[src/hw/rtl/polar_to_cartesian_with_covariance_assert.svh]
`ifndef POLAR_TO_CARTESIAN_WITH_COVARIANCE_ASSERT_SVH
`define POLAR_TO_CARTESIAN_WITH_COVARIANCE_ASSERT_SVH

// check that cond holds on every clock edge out of reset
`define P2C_ASSERT_ALWAYS(label, cond) \
	label: assert property (@(posedge clk) disable iff (!arst_n) (cond)) \
		else $error("p2c: invariant violated");

// check that trig is followed by resp after the delay given as n
`define P2C_ASSERT_DELAY(label, trig, n, resp) \
	label: assert property (@(posedge clk) disable iff (!arst_n) (trig) |-> ##n (resp)) \
		else $error("p2c: latency violated");

// check that trig implies cond in the same cycle
`define P2C_ASSERT_IMPLIES(label, trig, cond) \
	label: assert property (@(posedge clk) disable iff (!arst_n) (trig) |-> (cond)) \
		else $error("p2c: result out of range");

`endif

[src/hw/rtl/p2c_pkg.sv]
package p2c_pkg;

	localparam int CORDIC_STEPS = 16;
	localparam int CORDIC_N = (CORDIC_STEPS > 24) ? 24 : CORDIC_STEPS;
	localparam int CW = 34;
	localparam int ZW = 33;
	localparam int LATENCY = CORDIC_N + 6;

	typedef logic signed [CW-1:0] cval_t;
	typedef logic signed [ZW-1:0] zval_t;

	typedef struct packed {
		logic valid;
		logic flip;
	} cctl_t;

	typedef struct packed {
		logic [15:0] r;
		logic [11:0] sr;
		logic [15:0] sa;
	} meas_t;

	localparam cval_t GAIN_Q30 = 34'sd652032874;
	localparam zval_t HALF_PI_BA = 33'sd1073741824;
	localparam zval_t PI_BA = 33'sd2147483648;

	function automatic logic [29:0] atan_ba(input int i);
		logic [29:0] v;
		case (i)
			0: v = 30'd536870912;
			1: v = 30'd316933406;
			2: v = 30'd167458907;
			3: v = 30'd85004756;
			4: v = 30'd42667331;
			5: v = 30'd21354465;
			6: v = 30'd10679838;
			7: v = 30'd5340245;
			8: v = 30'd2670163;
			9: v = 30'd1335087;
			10: v = 30'd667544;
			11: v = 30'd333772;
			12: v = 30'd166886;
			13: v = 30'd83443;
			14: v = 30'd41722;
			15: v = 30'd20861;
			16: v = 30'd10430;
			17: v = 30'd5215;
			18: v = 30'd2608;
			19: v = 30'd1304;
			20: v = 30'd652;
			21: v = 30'd326;
			22: v = 30'd163;
			23: v = 30'd81;
			default: v = 30'd0;
		endcase
		return v;
	endfunction

endpackage

[src/hw/rtl/p2c_cordic.sv]
module p2c_cordic import p2c_pkg::*; (
	input  logic  clk,
	input  logic  arst_n,
	input  cctl_t in_ctl,
	input  zval_t in_z,
	output cctl_t out_ctl,
	output cval_t out_c,
	output cval_t out_s
);

	cval_t x_s [0:CORDIC_N];
	cval_t y_s [0:CORDIC_N];
	zval_t z_s [0:CORDIC_N];
	cctl_t ctl_s [0:CORDIC_N];

	assign x_s[0] = GAIN_Q30;
	assign y_s[0] = '0;
	assign z_s[0] = in_z;
	assign ctl_s[0] = in_ctl;

	for (genvar i = 0; i < CORDIC_N; i++) begin : g_step
		localparam zval_t ATAN = zval_t'(atan_ba(i));
		cval_t nx, ny;
		zval_t nz;

		always_comb begin
			if (!z_s[i][ZW-1]) begin
				nx = x_s[i] - (y_s[i] >>> i);
				ny = y_s[i] + (x_s[i] >>> i);
				nz = z_s[i] - ATAN;
			end else begin
				nx = x_s[i] + (y_s[i] >>> i);
				ny = y_s[i] - (x_s[i] >>> i);
				nz = z_s[i] + ATAN;
			end
		end

		always_ff @(posedge clk or negedge arst_n) begin
			if (!arst_n) begin
				ctl_s[i+1] <= '0;
			end else begin
				ctl_s[i+1] <= ctl_s[i];
			end
		end

		always_ff @(posedge clk) begin
			x_s[i+1] <= nx;
			y_s[i+1] <= ny;
			z_s[i+1] <= nz;
		end
	end

	assign out_ctl = ctl_s[CORDIC_N];
	assign out_c = ctl_s[CORDIC_N].flip ? -x_s[CORDIC_N] : x_s[CORDIC_N];
	assign out_s = ctl_s[CORDIC_N].flip ? -y_s[CORDIC_N] : y_s[CORDIC_N];

	logic unused_z;
	assign unused_z = ^z_s[CORDIC_N];

endmodule

[config.mk]
export PLATFORM = sky130hd
export DESIGN_NAME = p2c_cordic
export DESIGN_NICKNAME = d
export VERILOG_FILES = /design/src/hw/rtl/polar_to_cartesian_with_covariance_assert.svh /design/src/hw/rtl/p2c_pkg.sv /design/src/hw/rtl/p2c_cordic.sv
export SDC_FILE = /design/constraint.sdc
export NUM_CORES = 2
export LEC_CHECK = 0
export BUFFER_PORTS_ARGS = -buffer_cell sky130_fd_sc_hd__buf_4
export CORE_ASPECT_RATIO = 2
export CORE_MARGIN = 5
export CORE_UTILIZATION = 40
export DETAILED_ROUTE_END_ITERATION = 8
export MAX_ROUTING_LAYER = met4
export PLACE_DENSITY = 0.53
export SKIP_LAST_GASP = 1
export SYNTH_ARGS = -nofsm -noshare
export SYNTH_HDL_FRONTEND = slang
export SYNTH_SLANG_ARGS = --single-unit
[constraint.sdc]
create_clock -name clk -period 7.2 [get_ports clk]
set_clock_uncertainty 0.1 [all_clocks]
set_input_delay 0.36 -clock clk [delete_from_list [all_inputs] [get_ports clk]]
set_output_delay 0.36 -clock clk [all_outputs]
set_load 0.02 [all_outputs]
==> flow_summary.yaml <==
outcome:
  status: "finished clean"
critical_path:
  worstRegToRegCells: 17
  cp_max_fo: 5
  cp-start-kind: "register"
  critical_path_arrival_ps: 6510
  regToRegSetupSlack_ps: 1300
  critPathRequiredTime_ps: 7820
  path_class: "register to register"
  worstSetupEndpointType: "register"
  rr_endpoint: "x_s[32]"
  r2r_start: "y_s[49]"
yosys:
  yosysTopAreaCellShare: 0.270
  synth_seq_cells: 1493
  synth_enable_flop_cells: 0
  synth_area_per_cell_um2: 8.55
  syn_nets: 14100
  yosysUniqueCellTypes: 98
  synth_seq_area_share: 0.278
  synth_top_cells_by_area: "dfxtp_1 (27%), ha_1 (16%), xnor2_1 (10%)"
  syn-cell-area_mm2: 0.108
  netlist_instances: 12700
  ys_async_sr_fraction: 0.0214
  ys.flop_type: "dfxtp_1"
  synth_top_area_cell: "dfxtp_1"
  synth_warnings: 0
cts:
  cts_resized: 0
  clockBufferDepth: 4
  clkTransAtPathRegs_ps: 60
  clock-sinks: 1493
  numCtsBuffers: 158
  cts_max_level: 4
  ctsHoldBuffers: 68
  postCtsSetupBuffers: 0
  clk_latency_ps: 850
  root_buffer: "clkbuf_16"
  cts_tree: "yes"
floorplan:
  die_h_um: 746
  num_io_pins: 107
  placementRows: 270
  die_x_um: 378
  dieArea_mm2: 0.282
  core_mm2: 0.270
  start_util: 0.401
timing:
  setup_tns_ps: 0
  finalSetupViolCount: 0
  period_share: 0.819
  rsz0062_at_grt: "no"
  setup_ws_ps: 1300
  slew_headroom: 0.139
  period_needed_ps: 5900
  final_max_slew_viol_count: 0
  finalHoldViolations: 0
  tightest_slew_ps: 1280
  fmax_ghz: 0.170
min_path:
  hp-start: "in_ctl[0]"
  holdPathEnd: "ctl_s[30]"
  min_path_type: "input pin to register"
  worst_hold_path.num_cells: 2
placed_design:
  gp_congestion: 1.03
  dpl_cell_area_mm2: 0.113
  port_buffers: 106
  dp_hpwl_um: 308000
  post-place-ws_ps: 1390
cells_and_area:
  drive_gt1_frac: 0.0464
  multiInputGateArea_mm2: 0.0754
  final_core_util: 0.442
  fin_area_mm2: 0.119
  fillers: 26500
  ff_latch_area_mm2: 0.0301
  nets: 14400
  syn_to_final_growth_pct: 10.3
drt:
  drc: 0
  wire_per_inst_um: 22.1
  vias: 92600
  first_pass_iters: 6
  drt-vias-per-instance: 5.59
  drt_iter0_drc: 3738
  drt_wl_total_um: 365000
  ant_nets: 0
grt:
  use_met1: 0.172
  antenna_found_initial: 6
  grtUsageTotal: 0.257
  gr-total-overflow: 0
  grt_pass1_wl_um: 542000
  grt_pass1_vias: 96500
  grt_use_met3: 0.0221
  busiest_layer: "met2"
  use_met2: 0.538
  grt_max_degree: 70
job:
  maxCapViolations: 0
per-stage QoR:
stage	cells	hold slack, ps
final	16600	89.4
after global routing	16600	70.7
after CTS	16500	34.3
after detailed placement	16200	208
after global placement	16200	203
after floorplan	12700	-35.6
layout by cell type (no fill, tap or decap), types with 63 or more instances in the layout:
cell type         n
a31oi_1         127
mux2i_1          74
dfxtp_1        1447
and3_1           88
xor2_1          623
inv_1           568
a211oi_1        100
nand3_1         206
o21ai_0         587
nand2_1         605
clkbuf_16       163
and2_1           63
nor2b_1         177
ha_1           1388
nand2b_1        210
or3_1            96
nor2_1         1104
o31ai_1          84
a21o_1          660
o21a_1          194
a21oi_1        1376
nor3_1          312
nor4_1           86
xnor2_1        1271
nand4_1          82
o21bai_1        157
dlygate4sd3_1    67
buf_4           184
routing by layer:
| metal | up-vias | routed length (um) |
|---|---|---|
| met5 | - | 0 |
| met4 | 0 | 44200 |
| met3 | 1395 | 8270 |
| met2 | 2118 | 213000 |
| met1 | 43300 | 99900 |
| li1 | 45800 | - |
cell type report:
type / count / area share
Tap cell: 3536 / 0.0371
Sequential cell: 1493 / 0.252
Inverter: 571 / 0.0179
Timing Repair Buffer: 253 / 0.0175
Multi-Input combinational cell: 10400 / 0.631
Clock inverter: 84 / 0.00757
Antenna cell: 24 / 0.000503
Clock buffer: 192 / 0.0365
state kept, by name, summed over array words and instances, names as in the netlist:
register and cells:
y_s 511, x_s 488, z_s 462, ctl_s 30, out_ctl 2
logic make-up (layout without fill, tap and decap cells):
family | after synthesis | count (layout) | share of synthesized area
compound gates | 3760 | 3760 | 0.220
simple gates | 3206 | 3206 | 0.142
xor+xnor | 1895 | 1895 | 0.153
flops | 1493 | 1493 | 0.278
fa+ha+maj | 1432 | 1432 | 0.169
buf+inv | 755 | 1100 | 0.0263
mux | 120 | 120 | 0.0116
other cells | 1 | 25 | 0.0000346
cell usage after synthesis (88+ instances only):
master / count
dfxtp_1: 1461
ha_1: 1388
a21oi_1: 1376
xnor2_1: 1271
nor2_1: 1104
a21o_1: 660
xor2_1: 623
nand2_1: 605
o21ai_0: 587
inv_1: 570
nor3_1: 312
nand2b_1: 210
nand3_1: 206
o21a_1: 194
nor2b_1: 177
o21bai_1: 157
clkbuf_1: 152
a31oi_1: 127
a211oi_1: 100
or3_1: 96
and3_1: 88
critical path, cell delays in order (launching register included):
cell	delay (ps)
dfxtp_1	650
inv_1	110
ha_1	260
nor2_1	120
xor2_1	640
ha_1	280
a21o_1	120
a21oi_1	90
o21ai_0	330
o221ai_1	290
o41ai_1	720
nand2_1	170
o21ai_0	520
a21oi_1	310
o311a_1	390
o31ai_1	360
o41ai_1	130
xnor2_1	150
worst max-delay path by stage:
stage | startpoint | depth (start not counted) | slack, ps | end
after floorplan | y_s[84] | 20 | 2530 | x_s[66]
after global placement | y_s[49] | 17 | 1460 | x_s[32]
after detailed placement | x_s[379] | 19 | 1390 | y_s[373]
after CTS | x_s[379] | 19 | 1320 | y_s[373]
after global routing | x_s[379] | 19 | 1070 | y_s[373]
final | y_s[49] | 17 | 1300 | x_s[32]
Power is left out: the tool's default activity adds up to more than one toggle a clock period on the data nets, which glitch-free logic cannot reach.
